`src/design/vha_pkg.sv`:
```
package vha_pkg;

   // default sizes
   localparam int DEF_COORD_BITS   = 24;
   localparam int DEF_CORDIC_STEPS = 16;

   // coordinates are scaled up to this many bits before rotation
   localparam int SCALED_BITS = 56;
   // datapath width: scaled value, CORDIC gain, sqrt(2) and sign
   localparam int DW = 60;
   // angle accumulator, degrees Q.16
   localparam int AW = 27;
   // angle after rounding, degrees Q9.7 with headroom
   localparam int QW = 18;

   localparam logic signed [AW-1:0] DEG180_Q16 = 27'sd11796480;
   localparam logic signed [QW-1:0] DEG90_Q7   = 18'sd11520;
   localparam logic signed [QW-1:0] DEG180_Q7  = 18'sd23040;
   localparam logic signed [QW-1:0] DEG360_Q7  = 18'sd46080;
   localparam logic signed [AW-1:0] ROUND_HALF = 27'sd256;

   // 1/K in Q.30
   localparam logic [29:0] INV_GAIN_Q30 = 30'd652032874;

   typedef enum logic [1:0] {
      FUNC_YAW      = 2'd0,
      FUNC_PITCH    = 2'd1,
      FUNC_ABS_DIFF = 2'd2,
      FUNC_REL_YAW  = 2'd3
   } func_type;

   // side information carried alongside each item through the chain
   typedef struct packed {
      func_type                func;
      logic signed [QW-1:0]    ref_yaw;
      logic                    xy_zero;
      logic                    y_zero;
      logic                    x_neg;
      logic                    z_zero;
      logic                    z_neg;
      logic                    rc_zero;
      logic signed [DW-1:0]    zz;
      logic signed [AW-1:0]    a1;
   } meta_type;

   // atan(2^-i) in degrees, Q.16
   function automatic logic signed [AW-1:0] atan_q16(input int idx);
      logic signed [AW-1:0] r;
      begin
         case (idx)
            0:  r = 27'sd2949120;
            1:  r = 27'sd1740967;
            2:  r = 27'sd919879;
            3:  r = 27'sd466945;
            4:  r = 27'sd234379;
            5:  r = 27'sd117304;
            6:  r = 27'sd58666;
            7:  r = 27'sd29335;
            8:  r = 27'sd14668;
            9:  r = 27'sd7334;
            10: r = 27'sd3667;
            11: r = 27'sd1833;
            12: r = 27'sd917;
            13: r = 27'sd458;
            14: r = 27'sd229;
            15: r = 27'sd115;
            16: r = 27'sd57;
            17: r = 27'sd29;
            18: r = 27'sd14;
            19: r = 27'sd7;
            20: r = 27'sd4;
            21: r = 27'sd2;
            22: r = 27'sd1;
            default: r = 27'sd0;
         endcase
         return r;
      end
   endfunction

endpackage

```
`src/design/vha_gain.sv`:
```
module vha_gain
   import vha_pkg::*;
(
   input  logic                 clock,
   input  logic                 reset,
   input  logic                 en,
   input  logic                 in_valid,
   input  logic signed [DW-1:0] in_mag,
   input  logic signed [AW-1:0] in_angle,
   input  meta_type             in_meta,
   output logic                 out_valid,
   output logic signed [DW-1:0] out_x,
   output logic signed [DW-1:0] out_y,
   output logic signed [AW-1:0] out_z,
   output meta_type             out_meta
);

   localparam int HALF = 29;
   localparam int PW   = 59;
   localparam int SW   = PW + HALF + 1;

   logic [1:0]           valid_ff;
   logic [PW-1:0]        p_lo_ff, p_lo_in, p_hi_ff, p_hi_in;
   meta_type             meta1_ff, meta1_in, meta2_ff, meta2_in;
   logic [DW-1:0]        rc_ff, rc_in;
   logic [SW-1:0]        sum;

   // first cycle: two partial products of magnitude times 1/K
   always_comb begin
      p_lo_in = PW'(in_mag[HALF-1:0]) * PW'(INV_GAIN_Q30);
      p_hi_in = PW'(in_mag[2*HALF-1:HALF]) * PW'(INV_GAIN_Q30);
      meta1_in    = in_meta;
      meta1_in.a1 = in_angle;
   end

   // second cycle: combine and drop the Q.30 fraction
   always_comb begin
      sum   = {1'b0, p_hi_ff, {HALF{1'b0}}} + SW'(p_lo_ff);
      rc_in = DW'(sum[SW-1:30]);
      meta2_in         = meta1_ff;
      meta2_in.rc_zero = (rc_in == '0);
   end

   always_ff @(posedge clock) begin
      if (reset) begin
         valid_ff <= '0;
      end else if (en) begin
         valid_ff <= {valid_ff[0], in_valid};
      end
   end

   always_ff @(posedge clock) begin
      if (en) begin
         p_lo_ff  <= p_lo_in;
         p_hi_ff  <= p_hi_in;
         meta1_ff <= meta1_in;
         rc_ff    <= rc_in;
         meta2_ff <= meta2_in;
      end
   end

   assign out_valid = valid_ff[1];
   assign out_x     = signed'(rc_ff);
   assign out_y     = meta2_ff.zz;
   assign out_z     = '0;
   assign out_meta  = meta2_ff;

endmodule

```
`config.mk`:
```
export PLATFORM = sky130hd
export DESIGN_NAME = vha_gain
export DESIGN_NICKNAME = d
export VERILOG_FILES = /design/src/design/vha_pkg.sv /design/src/design/vha_gain.sv
export SDC_FILE = /design/constraint.sdc
export NUM_CORES = 2
export LEC_CHECK = 0
export ABC_AREA = 1
export BUFFER_PORTS_ARGS = -buffer_cell sky130_fd_sc_hd__buf_4
export CAP_MARGIN = 20
export CORE_MARGIN = 5
export CORE_UTILIZATION = 55
export DETAILED_ROUTE_END_ITERATION = 8
export HOLD_SLACK_MARGIN = 0.1
export PLACE_DENSITY = 0.78
export SLEW_MARGIN = 15
export SYNTH_ARGS = -nofsm -noshare
export SYNTH_HDL_FRONTEND = slang
export SYNTH_SLANG_ARGS = --single-unit
```
`constraint.sdc`:
```
create_clock -name clock -period 6.6 [get_ports clock]
set_clock_uncertainty 0.05 [all_clocks]
set_input_delay 0.33 -clock clock [delete_from_list [all_inputs] [get_ports clock]]
set_output_delay 0.33 -clock clock [all_outputs]
set_load 0.01 [all_outputs]
```
==> flow_summary.json <==
{
  "critical_path.top_delay_family": "adder cells",
  "grt.overflow.total": 0,
  "wl_um": 147000,
  "die_w_um": 312,
  "drv_cap": 0,
  "fin_crit_ns": 6.39,
  "die_area_um2": 97600,
  "ys_ff_latch": 373,
  "final_layout_size_suffix_gt1_share_pct": 14.7,
  "syn2layout_area_growth_pct": 18.2,
  "grt_pass1_vias": 39529,
  "nets": 7664,
  "firstDrtPassIters": 6,
  "ff_latch_area_um2": 11200,
  "fill_cells": 7219,
  "netlist_instances": 5077,
  "critPathArrivalTime_ns": 6.67,
  "place_area_um2": 57100,
  "crit_buf_inv": 10,
  "cp-start-kind": "input port",
  "portBuffers": 406,
  "gp_congestion": 1.03,
  "required_ns": 6.88,
  "placed_cells": 6972,
  "ioPinCount": 465,
  "cts_tree": "done",
  "grtUsageTotal_pct": 30.3,
  "drc": 0,
  "netlist_area_um2": 50300,
  "setup_viol": 0,
  "rows": 111,
  "critPathSlowestCell": "fa_1",
  "clk_latency_ns": 0.57,
  "yosys_warnings": 0,
  "final_max_slew_viol_count": 0,
  "path_clk_slew_ns": 0.06,
  "cts_htree_levels": 2,
  "route.vias.total": 37154,
  "core_area_um2": 91200,
  "ys_types": 44,
  "period_share_pct": 96.8,
  "status": "finished clean",
  "slowest_delay_ns": 0.59,
  "hold_class": "in -> reg",
  "path_class": "in -> reg",
  "clock_sinks": 373,
  "start_util_pct": 55.1,
  "synth_ff_type": "edfxtp_1",
  "dieHeight_um": 312,
  "async_reset_ff_share_pct": 0,
  "avgSynthCellArea_um2": 9.91,
  "critPathMostFrequentCell": "fa_1",
  "root_buffer": "clkbuf_16",
  "grt_pass1_wl_um": 227000,
  "crit_fanout": 10,
  "synth_edf_count": 371,
  "cts_setup_buffers": 0,
  "cp-end-kind": "register",
  "rsz0062_at_grt": "false",
  "antenna_found_initial": 1,
  "multi_input_area_um2": 32900,
  "ys_seq_area_share_pct": 22.2,
  "holdWs_ns": 0.227,
  "max_freq_mhz": 157,
  "hold_violations": 0,
  "cts_made_buffers": 36,
  "vias_per_cell": 5.19,
  "fin_cells": 7153,
  "ant_nets": 0,
  "post_drt_wl_per_cell_um": 20.6,
  "clockBufferDepth": 3,
  "worst_slew_pin_slew_ns": 0.952,
  "dp_hpwl_um": 130000,
  "slew_headroom_pct": 36.5,
  "grt_max_degree": 163,
  "final_area_um2": 59500,
  "drtIter0Drc": 2718
}
==> worst paths after layout <==
path / start / slack [ns] / to / depth (start not counted)
worst max-delay path: in_mag[30] / 0.21 / p_hi_ff[30] / 25
worst min-delay path: in_mag[29] / 0.23 / p_hi_ff[1] / 2
worst max register to register: p_hi_ff[3] / 3.32 / out_meta[87] / 14
worst min register to register: meta1_ff[43] / 0.36 / out_y[16] / 0
==> cell families (layout without fill, tap and decap cells) <==
logic type | Yosys count | in the layout | share of synthesized area (%)
fa+ha+maj | 1521 | 1521 | 50.1
compound gates | 348 | 348 | 3.96
simple gates | 1140 | 1140 | 9.52
other cells | 1 | 29 | 0.00746
buf+inv | 1603 | 2465 | 12.6
flops | 373 | 373 | 22.2
xor+xnor | 91 | 91 | 1.58
==> cell usage in the layout, fill, tap and decap left out, types with 16 or more instances in the layout <==
master and count:
nand4_1 34, nor2_1 262, inv_1 1510, clkbuf_16 36, a31oi_1 31, nor3_1 24
nand3_1 107, conb_1 28, nand2_1 646, a21oi_1 152, fa_1 820, edfxtp_1 371
xnor2_1 30, dlygate4sd3_1 115, nand3b_1 16, xor2_1 61, a21o_1 21, o21ai_0 81
ha_1 699, buf_4 763
==> flip-flops by register name, indices dropped and copies added (netlist names) <==
signal	cells
valid_ff	2
meta1_ff	112
out_y	60
p_hi_ff	58
out_meta	53
out_x	59
p_lo_ff	29
==> synthesized netlist by cell type (9+ instances only) <==
cell,instances,share of area [%]
o21bai_1,13,0.19
nand4_1,34,0.42
o21a_1,13,0.19
xor2_1,61,1.1
edfxtp_1,371,22
ha_1,701,17
buf_4,88,1.3
fa_1,820,33
nor3_1,25,0.25
a21boi_0,9,0.13
nand3_1,110,1.1
inv_1,1510,11
a31oi_1,31,0.39
xnor2_1,30,0.52
nor4_1,9,0.11
a21oi_1,154,1.5
nand3b_1,16,0.24
a21o_1,21,0.31
nand2_1,647,4.8
nor2_1,262,2.0
o21ai_0,82,0.82
==> metrics by stage <==
step	TNS, ns	setup WS, ns	utilization (%)
after floorplan	0	0.280	-
after global placement	-0.775	-0.196	62.6
after detailed placement	-2.34	-0.245	62.6
after CTS	0	0.278	65.1
after global routing	0	0.00749	65.2
final	0	0.213	65.2
==> cell type report <==
class,instances,share of cell area (%)
Multi-Input combinational cell,3128,55.4
Sequential cell,373,18.8
Tap cell,1186,2.50
Clock inverter,24,0.404
Antenna cell,1,0.00421
Clock buffer,41,1.55
Timing Repair Buffer,885,11.8
Inverter,1515,9.57
==> timing repair <==
action                                  in CTS  in global routing
endpoints found under the hold margin      115                  0
hold buffers                               115                  0
endpoints found under the setup margin       0                 15
gates resized for setup                      0                 12
==> routing by layer <==
layer,global-route usage (%),share of wire [%],vias to the layer above
met4,8.71,3.6,0
met5,0,0,-
li1,-,-,17187
met3,5.38,8.3,232
met2,50.7,47,1422
met1,41.0,41,18313
Power is left out: the tool's default activity adds up to more than one toggle a clock period on the data nets, which glitch-free logic cannot reach.
