--- src/design/vha_pkg.sv ---
package vha_pkg;

   // default sizes
   localparam int DEF_COORD_BITS   = 24;
   localparam int DEF_CORDIC_STEPS = 16;

   // coordinates are scaled up to this many bits before rotation
   localparam int SCALED_BITS = 56;
   // datapath width: scaled value, CORDIC gain, sqrt(2) and sign
   localparam int DW = 60;
   // angle accumulator, degrees Q.16
   localparam int AW = 27;
   // angle after rounding, degrees Q9.7 with headroom
   localparam int QW = 18;

   localparam logic signed [AW-1:0] DEG180_Q16 = 27'sd11796480;
   localparam logic signed [QW-1:0] DEG90_Q7   = 18'sd11520;
   localparam logic signed [QW-1:0] DEG180_Q7  = 18'sd23040;
   localparam logic signed [QW-1:0] DEG360_Q7  = 18'sd46080;
   localparam logic signed [AW-1:0] ROUND_HALF = 27'sd256;

   // 1/K in Q.30
   localparam logic [29:0] INV_GAIN_Q30 = 30'd652032874;

   typedef enum logic [1:0] {
      FUNC_YAW      = 2'd0,
      FUNC_PITCH    = 2'd1,
      FUNC_ABS_DIFF = 2'd2,
      FUNC_REL_YAW  = 2'd3
   } func_type;

   // side information carried alongside each item through the chain
   typedef struct packed {
      func_type                func;
      logic signed [QW-1:0]    ref_yaw;
      logic                    xy_zero;
      logic                    y_zero;
      logic                    x_neg;
      logic                    z_zero;
      logic                    z_neg;
      logic                    rc_zero;
      logic signed [DW-1:0]    zz;
      logic signed [AW-1:0]    a1;
   } meta_type;

   // atan(2^-i) in degrees, Q.16
   function automatic logic signed [AW-1:0] atan_q16(input int idx);
      logic signed [AW-1:0] r;
      begin
         case (idx)
            0:  r = 27'sd2949120;
            1:  r = 27'sd1740967;
            2:  r = 27'sd919879;
            3:  r = 27'sd466945;
            4:  r = 27'sd234379;
            5:  r = 27'sd117304;
            6:  r = 27'sd58666;
            7:  r = 27'sd29335;
            8:  r = 27'sd14668;
            9:  r = 27'sd7334;
            10: r = 27'sd3667;
            11: r = 27'sd1833;
            12: r = 27'sd917;
            13: r = 27'sd458;
            14: r = 27'sd229;
            15: r = 27'sd115;
            16: r = 27'sd57;
            17: r = 27'sd29;
            18: r = 27'sd14;
            19: r = 27'sd7;
            20: r = 27'sd4;
            21: r = 27'sd2;
            22: r = 27'sd1;
            default: r = 27'sd0;
         endcase
         return r;
      end
   endfunction

endpackage

--- src/design/vha_finish.sv ---
module vha_finish
   import vha_pkg::*;
(
   input  logic                 clock,
   input  logic                 reset,
   input  logic                 en,
   input  logic                 in_valid,
   input  logic signed [AW-1:0] in_angle,
   input  meta_type             in_meta,
   output logic                 out_valid,
   output logic signed [15:0]   out_angle
);

   logic [1:0]           valid_ff;
   logic signed [QW-1:0] q_ff, q_in, r_in;
   func_type             func_ff;
   logic signed [QW-1:0] ref_ff;
   logic signed [15:0]   angle_ff;
   logic signed [QW-1:0] yq, pq, d;
   logic signed [AW-1:0] yr, pr;

   // yaw or pitch, rounded to Q9.7, special cases applied
   always_comb begin
      yr = (in_meta.a1 + ROUND_HALF) >>> 9;
      pr = (in_angle + ROUND_HALF) >>> 9;
      yq = QW'(yr);
      if (yq <= -DEG180_Q7) begin
         yq = yq + DEG360_Q7;
      end else if (yq > DEG180_Q7) begin
         yq = yq - DEG360_Q7;
      end
      if (in_meta.xy_zero) begin
         yq = DEG90_Q7;
      end else if (in_meta.y_zero) begin
         yq = in_meta.x_neg ? DEG180_Q7 : '0;
      end

      pq = -QW'(pr);
      if (pq > DEG90_Q7) begin
         pq = DEG90_Q7;
      end else if (pq < -DEG90_Q7) begin
         pq = -DEG90_Q7;
      end
      if (in_meta.z_zero) begin
         pq = '0;
      end else if (in_meta.rc_zero) begin
         pq = in_meta.z_neg ? DEG90_Q7 : -DEG90_Q7;
      end

      q_in = (in_meta.func == FUNC_PITCH) ? pq : yq;
   end

   // combine with the reference yaw
   always_comb begin
      d    = q_ff - ref_ff;
      r_in = q_ff;
      case (func_ff)
         FUNC_ABS_DIFF: begin
            r_in = (q_ff > ref_ff) ? d : -d;
            if (r_in > DEG180_Q7) begin
               r_in = DEG360_Q7 - r_in;
            end
         end
         FUNC_REL_YAW: begin
            r_in = d;
            if (d > DEG180_Q7) begin
               r_in = d - DEG360_Q7;
            end else if (d < -DEG180_Q7) begin
               r_in = d + DEG360_Q7;
            end
         end
         default: r_in = q_ff;
      endcase
   end

   always_ff @(posedge clock) begin
      if (reset) begin
         valid_ff <= '0;
      end else if (en) begin
         valid_ff <= {valid_ff[0], in_valid};
      end
   end

   always_ff @(posedge clock) begin
      if (en) begin
         q_ff     <= q_in;
         func_ff  <= in_meta.func;
         ref_ff   <= in_meta.ref_yaw;
         angle_ff <= r_in[15:0];
      end
   end

   assign out_valid = valid_ff[1];
   assign out_angle = angle_ff;

endmodule

--- config.mk ---
export PLATFORM = sky130hd
export DESIGN_NAME = vha_finish
export DESIGN_NICKNAME = d
export VERILOG_FILES = /design/src/design/vha_pkg.sv /design/src/design/vha_finish.sv
export SDC_FILE = /design/constraint.sdc
export NUM_CORES = 1
export LEC_CHECK = 0
export ABC_AREA = 1
export BUFFER_PORTS_ARGS = -buffer_cell sky130_fd_sc_hd__buf_2
export CELL_PAD_IN_SITES_DETAIL_PLACEMENT = 2
export CELL_PAD_IN_SITES_GLOBAL_PLACEMENT = 2
export CORE_MARGIN = 2
export CORE_UTILIZATION = 32
export CTS_CLUSTER_SIZE = 30
export DETAILED_ROUTE_END_ITERATION = 10
export GPL_TIMING_DRIVEN = 0
export PLACE_DENSITY = 0.95
export SETUP_SLACK_MARGIN = 0.15
export SLEW_MARGIN = 10
export SYNTH_ARGS = -nofsm -noshare
export SYNTH_HDL_FRONTEND = slang
export SYNTH_SLANG_ARGS = --single-unit
--- constraint.sdc ---
create_clock -name clock -period 6.55 [get_ports clock]
set_input_delay 0.655 -clock clock [delete_from_list [all_inputs] [get_ports clock]]
set_output_delay 0.655 -clock clock [all_outputs]
set_load 0.01 [all_outputs]
==> run summary, run 1 <==
The flow ran to the end, and the final reports show no timing, DRC or antenna violations. The number of slew-limit violations in the final report came to 0. The cell depth of the worst min-delay path is 2.

The residual overflow from global routing came out at 0. The initial cell density of the core came out at 32.3%. The critical-path maximum fanout is 6.

By area the synthesized netlist is led by sky130_fd_sc_hd__edfxtp_1, sky130_fd_sc_hd__nand2_1, sky130_fd_sc_hd__inv_1, sky130_fd_sc_hd__nand3_1, sky130_fd_sc_hd__ha_1. The routed via count is 8311. The die outline area came out at ~25000 um2. The tree is rooted in a sky130_fd_sc_hd__clkbuf_16.

The finished cells cover 8480 um2. The number of setup violations in the final report is 0. STA classifies the critical path endpoint as a flop. The max-capacitance violation count is 0. The number of resized instances in the post-cts repair step is 0. The number of DRC violations after detailed routing is 0.

The number of placed I/O pins came out at 161. The clock latency at the later pin of the worst-skew pair is between 0.3 and 0.4 ns. The synthesized netlist net count came out at 1399.

The area share of the largest cell type after synthesis is a little over a fifth. The most frequently used flop master after synthesis is sky130_fd_sc_hd__edfxtp_1. The placed cell area is 8320 um2. The timing-limited maximum frequency is about 210 MHz.

On the critical path, the stage with the largest delay is an instance of sky130_fd_sc_hd__nor2_1. The cell family contributing the most delay on the critical path is simple AND/OR/NAND/NOR gates. The via count of the first global-routing pass is 9367. The count of clock tree sinks is 56. The number of warnings reported in the yosys synthesis log came out at 0. The worst-case clock skew came out at roughly 0.0073 ns.

The detail-routed net length per standard cell is about 18 um. The worst setup path is launched from an input pin. The unique cell type count in the Yosys netlist came out at 51. The critical path is of the input pin to flop type. In this run the static leakage power is 0.00434 uW. The path with the worst hold slack has its endpoint at valid_ff[1].

The first-iteration detailed-routing DRC count is approximately 310. The TritonCTS clock tree is built. The power density over the cells is 235 nW/um2. The placer congestion estimate came out at between 0.8 and 0.9.

Final hold analysis gives a worst-case slack of 0.476 ns. Data on the critical path is required at its endpoint by between 6 and 7 ns. Measured in cells, the most critical reg-to-reg path has a length of 24. The post-synthesis sequential area ratio is 22.1%. The wire length of the first global-routing pass came out at 47900 um.

For the pin with the worst max-slew slack, the measured transition is roughly 0.85 ns. The initial antenna violation count came out at 2. The width of the chip is 157 um. The detailed-routing iteration count for the pre-antenna-repair pass is 4. The worst slew margin relative to its limit came out at 42.6%. The post-CTS clock slew at the launch and capture registers of the worst setup and hold paths came out at 0.08 ns.

The largest incremental delay on the critical path came out at just over 0.4 ns. The critical path arrival is 4.74 ns. The number of setup buffers added after CTS is 0. The post-detailed-routing wire length came out at 29300 um.

The highest ir drop seen on vdd came out at 118 uV. The final core utilization came out at 36.4%. The maximum clock path buffer count came out at 2. After synthesis the cells add up to 7500 um2. Setup repair after global routing left no endpoint under its margin. The number of nets still failing antenna checks after routing is 0. Of the cells placed in the final design, the portion with a size suffix greater than 1 is 15.3%. Counting every instance in the synthesized netlist gives 1220. In this run the core area contains 56 standard-cell rows. The worst hold path class is flop to flop.

The end of the worst register-to-register path is out_angle[12]. The synthesized design contains 54 enable-type register cells. The synthesis-to-finish area growth is 13.0%. The shortest period the worst path allows is 4.67 ns. The die height is approximately 160 um.

The number of hold-repair buffers added at the cts stage came out at 0. The hold violation total from the final report is 0. The overall power came out at roughly 2000 uW. The area of the core region came out at 23300 um2. The post-synthesis area per instance came out at 6.15 um2. The HPWL after detailed placement came out at 25000 um.

The critical path goes through buf_2 > ha_1 > xnor2_1 > ha_1 > nand3_1 > inv_1 > nand2_1 > nor2_4 > nand3_2 > nor2_2 > nand2_2 > nor3_4 > nand3_1 > xnor2_1 > nor3_1 > o211ai_1 > ha_1 > nor2_1 > inv_1 > nor2_1 > nand3_1 > o21ai_0. The number of I/O port buffers is 84. The commonest non-fill, non-tap cell in the layout is sky130_fd_sc_hd__nand2_1.

The critical hold path startpoint is valid_ff[0]. The worst register-to-register path begins at q_ff[0]. The final critical path takes up a little under three quarters of the cycle. The level count of the clock H-tree is 2. The setup TNS is 0 ns. For this run, asynchronously set or reset flops after synthesis account for 0%. The largest net degree at the start of global routing came out at 58. Counting both buffers and inverters, the worst setup path holds a total of 3. The number of buffers inserted during clock tree synthesis came out at 5. The number of nets in the final layout came out at roughly 1500.

The top cell types in the final layout, fill and taps aside, are sky130_fd_sc_hd__nand2_1, sky130_fd_sc_hd__inv_1, sky130_fd_sc_hd__nand3_1. The most critical setup path has its startpoint at in_angle[8]. For this run, the total global-route usage over all layers was measured as 24.4%.

The number of flip-flops and latches in the synthesized netlist is 56. Summed over all instances, the cell type with the most area after synthesis is sky130_fd_sc_hd__edfxtp_1. The setup slack on the worst flop-to-flop path came out at 2.37 ns.

The via density per instance came out at 5.09.
==> worst max path at each step <==
stage | cells past startpoint | to
2_1_floorplan | 21 | q_ff[0]
3_5_place_dp | 22 | q_ff[0]
3_3_place_gp | 22 | q_ff[0]
5_1_grt | 22 | q_ff[0]
6_report | 22 | q_ff[0]
4_1_cts | 22 | q_ff[0]
==> logic make-up (layout without fill, tap and decap cells) <==
kind of cell | Yosys count | in the layout | share of synthesized area (%)
AOI/OAI and AO/OA | 80 | 80 | 5.75
xor gates and xnor gates | 53 | 53 | 6.64
adders and majority gates | 35 | 35 | 5.94
buffers and inverters | 211 | 303 | 11.2
DFF | 56 | 56 | 22.1
other | 0 | 1 | 0
and+or+nand+nor | 785 | 785 | 48.4
==> worst min-delay path, stage by stage (launching register included) <==
cell	delay [ns]
sky130_fd_sc_hd__dfxtp_1	0.33
sky130_fd_sc_hd__nand2_1	0.06
sky130_fd_sc_hd__a21oi_1	0.05
==> cell usage after synthesis (5+ instances only) <==
cell	instances
sky130_fd_sc_hd__nand2_1	425
sky130_fd_sc_hd__inv_1	189
sky130_fd_sc_hd__nand3_1	128
sky130_fd_sc_hd__nor2_1	87
sky130_fd_sc_hd__edfxtp_1	54
sky130_fd_sc_hd__o21ai_0	44
sky130_fd_sc_hd__nand2_2	37
sky130_fd_sc_hd__xor2_1	37
sky130_fd_sc_hd__ha_1	34
sky130_fd_sc_hd__nand4_1	29
sky130_fd_sc_hd__a21oi_1	24
sky130_fd_sc_hd__nor3_1	17
sky130_fd_sc_hd__nor2_2	13
sky130_fd_sc_hd__xnor2_1	13
sky130_fd_sc_hd__inv_2	10
sky130_fd_sc_hd__nor2_4	10
sky130_fd_sc_hd__nand3_2	9
sky130_fd_sc_hd__and2_1	6
sky130_fd_sc_hd__nand3b_1	5
==> power by group <==
part	leakage [uW]	switching [uW]	internal, uW
registers	0.000544	18.0	445
clock network	0.0000742	156	144
logic	0.00372	854	373
total	0.00434	1030	963
==> state kept, by name, indices dropped and copies added, names as in the netlist <==
name       cells
out_angle     16
valid_ff       2
func_ff        2
ref_ff        18
q_ff          18
==> area by class of cell <==
class                           count  area (um2)
Fill cell                        3043       14800
Multi-Input combinational cell    953        5000
Sequential cell                    56        1660
Inverter                          200         751
Timing Repair Buffer               84         423
Tap cell                          319         399
Clock buffer                        5         125
Buffer                             11        87.6
Clock inverter                      3        22.5
Antenna cell                        1        2.50
==> metrics by stage <==
| step | std cells | worst slack, ns |
|---|---|---|
| 5_1_grt | 1631 | 1.49 |
| 3_5_place_dp | 1623 | 1.52 |
| 4_1_cts | 1631 | 1.84 |
| 2_1_floorplan | 1220 | 2.68 |
| 6_report | 1632 | 1.88 |
| 3_3_place_gp | 1623 | 1.92 |
==> metal layers <==
| metal | track usage (%) | wire, um | up-vias |
|---|---|---|---|
| li1 | - | - | 4067 |
| met1 | 27.0 | 11900 | 4064 |
| met2 | 48.7 | 16100 | 132 |
| met3 | 3.00 | 798 | 46 |
| met4 | 5.97 | 522 | 2 |
| met5 | 0 | 13 | - |
No activity file was read; power rests on OpenSTA's default activity.
==> inputs of run 2 (changes only) <==
--- a/config.mk
+++ b/config.mk
@@ -5,16 +5,16 @@
 export SDC_FILE = /design/constraint.sdc
 export NUM_CORES = 1
 export LEC_CHECK = 0
-export ABC_AREA = 1
+export ABC_AREA = 0
 export BUFFER_PORTS_ARGS = -buffer_cell sky130_fd_sc_hd__buf_2
 export CELL_PAD_IN_SITES_DETAIL_PLACEMENT = 2
 export CELL_PAD_IN_SITES_GLOBAL_PLACEMENT = 2
 export CORE_MARGIN = 2
-export CORE_UTILIZATION = 32
+export CORE_UTILIZATION = 29
 export CTS_CLUSTER_SIZE = 30
 export DETAILED_ROUTE_END_ITERATION = 10
 export GPL_TIMING_DRIVEN = 0
-export PLACE_DENSITY = 0.95
+export PLACE_DENSITY = 0.85
 export SETUP_SLACK_MARGIN = 0.15
 export SLEW_MARGIN = 10
 export SYNTH_ARGS = -nofsm -noshare
==> constraint.sdc (replaced) <==
create_clock -name clock -period 4.2 [get_ports clock]
set_input_delay 0.42 -clock clock [delete_from_list [all_inputs] [get_ports clock]]
set_output_delay 0.42 -clock clock [all_outputs]
set_load 0.01 [all_outputs]
==> run 2 against run 1 <==
Compared with the run above: critical endpoint is now out_angle[4]; final cell count decreased by 19%; via count decreased by 7.0%; worst setup slack got worse by 2.6 ns; sequential power increased by 58%; flip-flop and latch count unchanged; critical path type is now flop to flop; critical path depth decreased by 3; first-iteration DRC count increased by 12%; hold slack got worse by 0.21 ns; non-clock buffer count increased by 96; synthesized area decreased by 8.7%; the run now ends with setup timing left; die area increased by 0.71%.
==> run summary, run 2 <==
The run finished, with violations left. The checks that failed: setup timing. The critical path goes through inv_2 > ha_4 > inv_2 > fa_2 > a21o_1 > a221oi_4 > buf_12 > xnor2_2 > a2111o_1 > or3_4 > nand3_4 > a211oi_2 > o311a_1 > o311a_4 > buf_12 > buf_6 > nor3_4 > mux2i_1 > o221ai_1. The combinational share of power is 69.2% (+7.6 points). The slew at the pin closest to its max-slew limit is 0.776 ns (-0.0789 ns). The HPWL after detailed placement came out at 20100 um (-20%). TritonCTS built the clock tree. The via density per instance is 5.83 (+15%).

The area of the core region is 23300 um2 (+0.30%). The number of slew-limit violations in the final report is 0 (unchanged). The critical path in this run is classified as flop to flop.

The max-capacitance violation count is 0 (unchanged). The worst hold slack after final layout came out at 0.269 ns (-0.207 ns). The number of DRC violations after detailed routing is 0 (unchanged). The setup slack on the worst flop-to-flop path is -0.73 ns (-3.10 ns). The level count of the clock H-tree came to 2 (unchanged).

The fraction of the cycle the final worst path needs is 117%. The total standard cell area after synthesis is 6850 um2 (-8.7%). The setup TNS came out at -9.24 ns (-9.24 ns). The final design area excluding fillers is 9420 um2 (+11%). The met2 usage in global routing came out at 44.6% (-4.0 points). The synthesis-to-finish area growth is 37.5%. The number of flip-flops and latches in the synthesized netlist came out at 56 (unchanged). The timing-limited maximum frequency is 203 MHz. The maximum clock path buffer count came to 2 (unchanged). The library cells used most frequently in the layout, excluding fill and tap cells, are sky130_fd_sc_hd__buf_2, sky130_fd_sc_hd__nand2_1, sky130_fd_sc_hd__nor2_1. The initial antenna violation count is 0 (-2).

The synthesized netlist net count came out at 1029 (-26%). The met1 track demand over resource came out at 28.0% (+0.93 points). The leakage power summed over all cells is 0.00368 uW (-15%). The detailed-routing iteration count for the pre-antenna-repair pass is 5 (+1). The final core utilization came out at 40.4% (+3.9 points).

The routed via count came out at 7733 (-7.0%). The required time of the critical path came to 4.22 ns (-2.40 ns). The count of buffering cells on the critical path with inverters included came to 5 (+2).

The number of filler cells placed in the layout came out at 2583 (-15%). The largest net degree at the start of global routing came out at 57 (-1.7%). Setup repair after global routing could not meet its margin everywhere. The number of nets still failing antenna checks after routing is 0 (unchanged). The sequential fraction of design power is 18.6% (-4.7 points). The share of layout cells above drive strength 1 is 32.1% (+17 points). The initial cell density of the core is 29.4% (-2.9 points). The met3 track demand over resource is 2.08% (-0.92 points). The residual overflow from global routing came out at 0 (unchanged). The worst slew margin relative to its limit was 47.9% (+5.3 points). The clock latency at the later pin of the worst-skew pair came out at 0.32 ns (about the same). The highest ir drop seen on vdd is 189 uV (+61%). The library cell used most frequently in the layout, excluding fill and tap cells, is sky130_fd_sc_hd__buf_2. The worst-case setup margin in the final layout was -0.727 ns (-2.61 ns). The clock network fraction of design power came to 12.1% (-3.0 points). The number of warnings reported in the yosys synthesis log is 0 (unchanged).

The width of the chip came to 158 um (+0.35%). The net switching fraction of the power is 48.2% (-3.4 points). The number of nets in the final layout was 1185 (-20%). The area share of the largest cell type after synthesis is 23.7% (+2.1 points). The shortest period the worst path allows came out at 4.93 ns. The floorplan row count is 56 (unchanged). The number of enable-type register cells in the synthesized netlist came out at 54 (unchanged). Ranked by instance count, the synthesized netlist is headed by sky130_fd_sc_hd__nand2_1, sky130_fd_sc_hd__nor2_1, sky130_fd_sc_hd__edfxtp_1, sky130_fd_sc_hd__xnor2_1, sky130_fd_sc_hd__inv_1.

The placed cell area is 7770 um2 (-6.7%). The worst-case clock skew came to 0.0112 ns (+0.00389 ns). The power density over the cells came out at 417 nW/um2 (+78%). The hold violation total from the final report is 0 (unchanged). The number of setup violations in the final report is 15 (+15). The detail-routed net length per standard cell came out at 25.0 um (+39%). The internal power consumption came out at 2040 uW (+110%).

The number of placed I/O pins was 161 (unchanged). The startpoint type of the worst setup path is a flop. The placer congestion estimate came out at 0.834 (-4.6%). The die outline area came to 24900 um2 (+0.71%). The net switching power came out at 1900 uW (+84%). The total track usage is 23.9% (-0.52 points). The synthesized design spends more area on one cell type than any other, namely sky130_fd_sc_hd__edfxtp_1. The post-synthesis instance total is 850 (-30%). On the critical path the largest part of the delay comes from compound AO/OA/AOI/OAI gates. The count of clock tree sinks is 56 (unchanged).

In the post-synthesis netlist, the cell with the most instances is sky130_fd_sc_hd__nand2_1. The post-CTS clock slew at the launch and capture registers of the worst setup and hold paths came out at 0.09 ns (about the same). The post-place setup slack is -1.27 ns (-2.79 ns). The most frequently used flop master after synthesis is sky130_fd_sc_hd__edfxtp_1. The critical path arrival came out at 4.95 ns (+0.21 ns). The die height is 158 um (+0.35%).

The first-iteration detailed-routing DRC count is 353 (+12%). The post-synthesis sequential area ratio is 24.3% (+2.1 points). The wire length of the first global-routing pass came out at 46100 um (-3.8%). The critical-path maximum fanout came out at 7 (+1).

CTS placed an instance of sky130_fd_sc_hd__clkbuf_16 at the clock tree root. Among all stages on the critical path, the largest delay is contributed by sky130_fd_sc_hd__o311a_4. met2 is the most crowded layer. The number of buffers inserted during clock tree synthesis was 5 (unchanged).

The post-synthesis area per instance came out at 8.06 um2 (+31%). The total inserted antenna cells came to 0 (-1). The unique cell type count in the Yosys netlist came to 91 (+78%).

The async set-or-reset flop fraction in the synthesized netlist is 0% (unchanged). The number of hold-repair buffers added at the cts stage is 0 (unchanged). In this run the worst hold path is classified as input pin to flop. The via count of the first global-routing pass is 8045 (-14%). The largest incremental delay on the critical path came to 0.43 ns (+0.02 ns). By area the synthesized netlist is led by sky130_fd_sc_hd__edfxtp_1, sky130_fd_sc_hd__xnor2_1, sky130_fd_sc_hd__ha_1, sky130_fd_sc_hd__xor2_1, sky130_fd_sc_hd__nand2_1. The number of I/O port buffers is 79 (-6.0%).

The post-detailed-routing wire length came out at 33200 um (+13%). STA classifies the critical path endpoint as a flop.
[run 2: worst paths after layout]
check / start / end / depth (start not counted)
hold reg to reg: valid_ff[0] / valid_ff[0] / 2
setup / recovery: q_ff[0] / out_angle[4] / 19
setup reg to reg: q_ff[0] / out_angle[4] / 19
hold / removal: reset / valid_ff[0] / 2
[run 2: cells by family (layout without fill, tap and decap cells)]
group / Yosys count / after routing / synth area share [%]
flops: 56 / 56 / 24.3
fa+ha+maj: 35 / 35 / 6.50
xor+xnor: 94 / 94 / 12.6
buf+inv: 94 / 251 / 5.52
compound gates: 231 / 231 / 24.4
mux: 16 / 16 / 2.36
simple gates: 324 / 324 / 24.4
[run 2: per-stage QoR]
step	power, uW	instances
2_1_floorplan	2020	850
3_3_place_gp	2470	1248
3_5_place_dp	2560	1248
4_1_cts	3500	1300
5_1_grt	4110	1326
6_report	3930	1326
[run 2: area by class of cell]
type	count	area [um2]	share of cell area (%)
multi-input combinational	700	5740	61.0
inverter	52	198	2.10
clock buffer	5	125	1.33
clock inverter	3	22.5	0.239
buffer	42	268	2.84
tap	319	399	4.24
sequential	56	1660	17.6
timing repair buffer	149	1000	10.7
[run 2: power groups by stage]
stage,Sequential (uW),Combinational (uW),Clock (uW)
floorplan,752,1270,0
global placement,739,1730,0
detailed placement,744,1810,0
CTS,731,2300,470
global route,739,2870,500
finish,733,2720,478
[run 2: timing repair]
item / in CTS / in global routing
gates resized for setup: 113 / 86
pin swaps: 53 / 45
setup endpoints to repair: 32 / 32
setup buffers: 44 / 26
[run 2: worst register-to-register path, cell delays in order, from the launching register on]
cell	delay [ns]
sky130_fd_sc_hd__edfxtp_1	0.39
sky130_fd_sc_hd__inv_2	0.10
sky130_fd_sc_hd__ha_4	0.14
sky130_fd_sc_hd__inv_2	0.04
sky130_fd_sc_hd__fa_2	0.42
sky130_fd_sc_hd__a21o_1	0.23
sky130_fd_sc_hd__a221oi_4	0.30
sky130_fd_sc_hd__buf_12	0.17
sky130_fd_sc_hd__xnor2_2	0.14
sky130_fd_sc_hd__a2111o_1	0.42
sky130_fd_sc_hd__or3_4	0.41
sky130_fd_sc_hd__nand3_4	0.10
sky130_fd_sc_hd__a211oi_2	0.07
sky130_fd_sc_hd__o311a_1	0.41
sky130_fd_sc_hd__o311a_4	0.43
sky130_fd_sc_hd__buf_12	0.16
sky130_fd_sc_hd__buf_6	0.12
sky130_fd_sc_hd__nor3_4	0.11
sky130_fd_sc_hd__mux2i_1	0.27
sky130_fd_sc_hd__o221ai_1	0.19
[run 2: routing by layer]
layer / share of wire, % / vias to the layer above / wire [um]
li1: - / 3462 / -
met1: 40 / 3947 / 13400
met2: 52 / 239 / 17300
met3: 2.9 / 85 / 977
met4: 4.5 / 0 / 1490
met5: 0 / - / 0
==> inputs of run 3 (changes only) <==
--- a/config.mk
+++ b/config.mk
@@ -9,7 +9,7 @@
 export BUFFER_PORTS_ARGS = -buffer_cell sky130_fd_sc_hd__buf_2
 export CELL_PAD_IN_SITES_DETAIL_PLACEMENT = 2
 export CELL_PAD_IN_SITES_GLOBAL_PLACEMENT = 2
-export CORE_MARGIN = 2
+export CORE_MARGIN = 1.5
 export CORE_UTILIZATION = 29
 export CTS_CLUSTER_SIZE = 30
 export DETAILED_ROUTE_END_ITERATION = 10
==> run 3 against run 2 <==
Compared with the run above: critical path depth is 1 higher; combinational power is 7.7% lower; sequential power is 0.7% lower; first-iteration DRC count is 27% lower; clock power is 4.4% lower; via count is 2.6% lower; the run still ends with setup timing left; largest power group unchanged; sequential share of layout area is 0.57 points higher; clock skew is 0.00082 ns lower; clock-buffer cell count stayed put.
==> run summary, run 3 (synthesis gave the netlist of run 2 again) <==
The flow ran to the end, but the final reports show violations. The checks that failed: setup timing. The area of the core region is 23300 um2 (unchanged). The post-CTS clock slew at the launch and capture registers of the worst setup and hold paths was 0.08 ns (about the same). The detailed-routing iteration count for the pre-antenna-repair pass is 5 (unchanged). The worst hold path begins at reset.

The largest net degree at the start of global routing is 57 (unchanged). In this run the clock root is driven by a sky130_fd_sc_hd__clkbuf_16. The number of placed I/O pins is 161 (unchanged). The die outline area is 24600 um2 (-1.3%). The worst slew margin relative to its limit was 40.2% (-7.7 points).

The timing-limited maximum frequency came out at 204 MHz (+0.41%). The number of slew-limit violations in the final report came to 0 (unchanged). The detail-routed net length per standard cell was 22.4 um (-10%). The final design area excluding fillers was 9130 um2 (-3.1%). The share of layout cells above drive strength 1 came out at 30.1% (-2.0 points). Setup repair after global routing could not meet its margin everywhere. The count of clock tree sinks is 56 (unchanged). The number of DRC violations after detailed routing is 0 (unchanged). The wire length of the first global-routing pass was 42800 um (-7.1%). In the layout the commonest cells are sky130_fd_sc_hd__buf_2, sky130_fd_sc_hd__nand2_1, sky130_fd_sc_hd__buf_4. The max-capacitance violation count came out at 0 (unchanged). The critical path arrival came to 4.98 ns (+0.03 ns). The die height is 157 um (-0.63%). The final core utilization is 39.1% (-1.3 points). The worst setup path is launched from a flop. The hold violation total from the final report is 0 (unchanged).

The via count of the first global-routing pass came out at 8044 (-0.012%). The most critical setup path has its startpoint at q_ff[0]. The required time of the critical path came out at 4.27 ns (+0.05 ns). The critical register-to-register path startpoint is q_ff[0].

The worst setup path is of the flop to flop kind. The routed via count is 7532 (-2.6%). The width of the chip came out at 157 um (-0.63%).

The power density over the cells came to 405 nW/um2 (-3.0%). STA classifies the critical path endpoint as a flop. The number of nets in the final layout is 1181 (-0.34%). The setup slack on the worst flop-to-flop path came out at -0.71 ns (+0.02 ns). The worst-case clock skew is 0.0104 ns (-0.000818 ns). The clock latency at the later pin of the worst-skew pair came to 0.32 ns (about the same). The via density per instance is 5.70 (-2.3%). The initial cell density of the core is 29.4% (unchanged). The initial antenna violation count came out at 0 (unchanged). The residual overflow from global routing came out at 0 (unchanged). The number of buffers inserted during clock tree synthesis came out at 5 (unchanged). The maximum clock path buffer count is 2 (unchanged). The fraction of the cycle the final worst path needs is 117% (-0.48 points). The placer congestion estimate is 0.846 (+1.4%). The highest ir drop seen on vdd came out at 209 uV (+10%). The placed cell area is 7770 um2 (unchanged). The tightest min-delay check is of the input pin to flop type. The critical path ends at out_angle[5]. The number of setup violations in the final report came out at 15 (unchanged). The post-detailed-routing wire length is 29600 um (-11%). The TritonCTS clock tree is built.

The number of hold-repair buffers added at the cts stage is 0 (unchanged). The floorplan row count came out at 56 (unchanged). The worst-case setup margin in the final layout came to -0.707 ns (+0.0203 ns). The shortest period the worst path allows is 4.91 ns (-0.0203 ns). The worst register-to-register path ends at out_angle[5]. The slew at the pin closest to its max-slew limit was 0.890 ns (+0.114 ns).

The commonest non-fill, non-tap cell in the layout is sky130_fd_sc_hd__buf_2. The total inserted antenna cells came out at 0 (unchanged). The level count of the clock H-tree came to 2 (unchanged). The number of I/O port buffers is 79 (unchanged).

The critical-path maximum fanout came out at 8 (+1). The number of nets still failing antenna checks after routing is 0 (unchanged). The synthesis-to-finish area growth is 33.2%.

The HPWL after detailed placement came to 19600 um (-2.6%). The leakage power summed over all cells came out at 0.00360 uW (-2.2%). The cell depth of the worst flop-to-flop path came out at 20 (+1). The post-place setup slack is -1.30 ns (-0.0245 ns). The total track usage is 22.3% (-1.6 points). The first-iteration detailed-routing DRC count came to 258 (-27%).
==> run 3: changes by cell type in the layout (fill, tap and decap cells not counted), moves of 4 or more <==
cell and delta:
sky130_fd_sc_hd__buf_4 +4, sky130_fd_sc_hd__clkbuf_1 +4, sky130_fd_sc_hd__nand2_2 -4, sky130_fd_sc_hd__o22ai_1 +4, sky130_fd_sc_hd__buf_6 -9
==> run 3: worst min path at each step <==
stage / to / slack (ns) / depth (start not counted)
after floorplan: valid_ff[0] / 0.46 / 2
after global placement: valid_ff[1] / 0.47 / 2
after detailed placement: valid_ff[0] / 0.49 / 2
after CTS: valid_ff[0] / 0.27 / 2
after global routing: ref_ff[16] / 0.27 / 1
final: valid_ff[0] / 0.27 / 2
==> run 3: metrics by stage <==
| step | instances | total power [uW] | TNS (ns) | hold slack (ns) |
|---|---|---|---|---|
| final | 1322 | 3700 | -8.33 | 0.270 |
| after global routing | 1322 | 3880 | -10.82 | 0.267 |
| after CTS | 1300 | 3380 | -6.50 | 0.266 |
| after detailed placement | 1248 | 2540 | -26.39 | 0.493 |
| after global placement | 1248 | 2470 | -22.63 | 0.472 |
| after floorplan | 850 | 2020 | -1.81 | 0.460 |
==> run 3: final cells by class <==
| cell class | instances | area, um2 |
|---|---|---|
| sequential | 56 | 1660 |
| clock inverter | 3 | 22.5 |
| buffer | 42 | 248 |
| clock buffer | 5 | 125 |
| inverter | 52 | 196 |
| multi-input combinational | 700 | 5530 |
| tap | 319 | 399 |
| timing repair buffer | 145 | 940 |
| fill | 2599 | 14200 |
==> run 3: per-layer routing <==
layer | vias to the layer above | global-route usage (%) | wire length (um)
li1 | 3446 | - | -
met1 | 3789 | 26.0 | 12200
met2 | 225 | 41.4 | 15300
met3 | 72 | 2.94 | 1180
met4 | 0 | 8.12 | 980
met5 | - | 0 | 0
==> run 3: worst max-delay path, cell delays in order (launching register included) <==
cell and delay (ns):
sky130_fd_sc_hd__edfxtp_1 0.42, sky130_fd_sc_hd__inv_2 0.10, sky130_fd_sc_hd__ha_4 0.14, sky130_fd_sc_hd__inv_2 0.04
sky130_fd_sc_hd__fa_2 0.36, sky130_fd_sc_hd__buf_4 0.18, sky130_fd_sc_hd__xnor2_4 0.21, sky130_fd_sc_hd__and3_4 0.26
sky130_fd_sc_hd__o311a_1 0.22, sky130_fd_sc_hd__o2111ai_4 0.13, sky130_fd_sc_hd__or3_4 0.42, sky130_fd_sc_hd__buf_8 0.15
sky130_fd_sc_hd__xnor2_1 0.12, sky130_fd_sc_hd__o211ai_1 0.31, sky130_fd_sc_hd__o221ai_2 0.25, sky130_fd_sc_hd__o311a_4 0.44
sky130_fd_sc_hd__buf_8 0.15, sky130_fd_sc_hd__buf_8 0.13, sky130_fd_sc_hd__o2111ai_2 0.22, sky130_fd_sc_hd__nand4_1 0.13
sky130_fd_sc_hd__a311o_1 0.28
==> run 3: where the power goes <==
group          total, uW  internal, uW  switching, uW
clock network        457           225            233
registers            728           702           26.0
logic               2510          1020           1490
==> run 3: timing repair <==
action                     CTS  global route
gates resized for setup     91            59
setup buffers               44            22
cloned                       0             0
pin swaps                   45            32
setup endpoints to repair   32            32
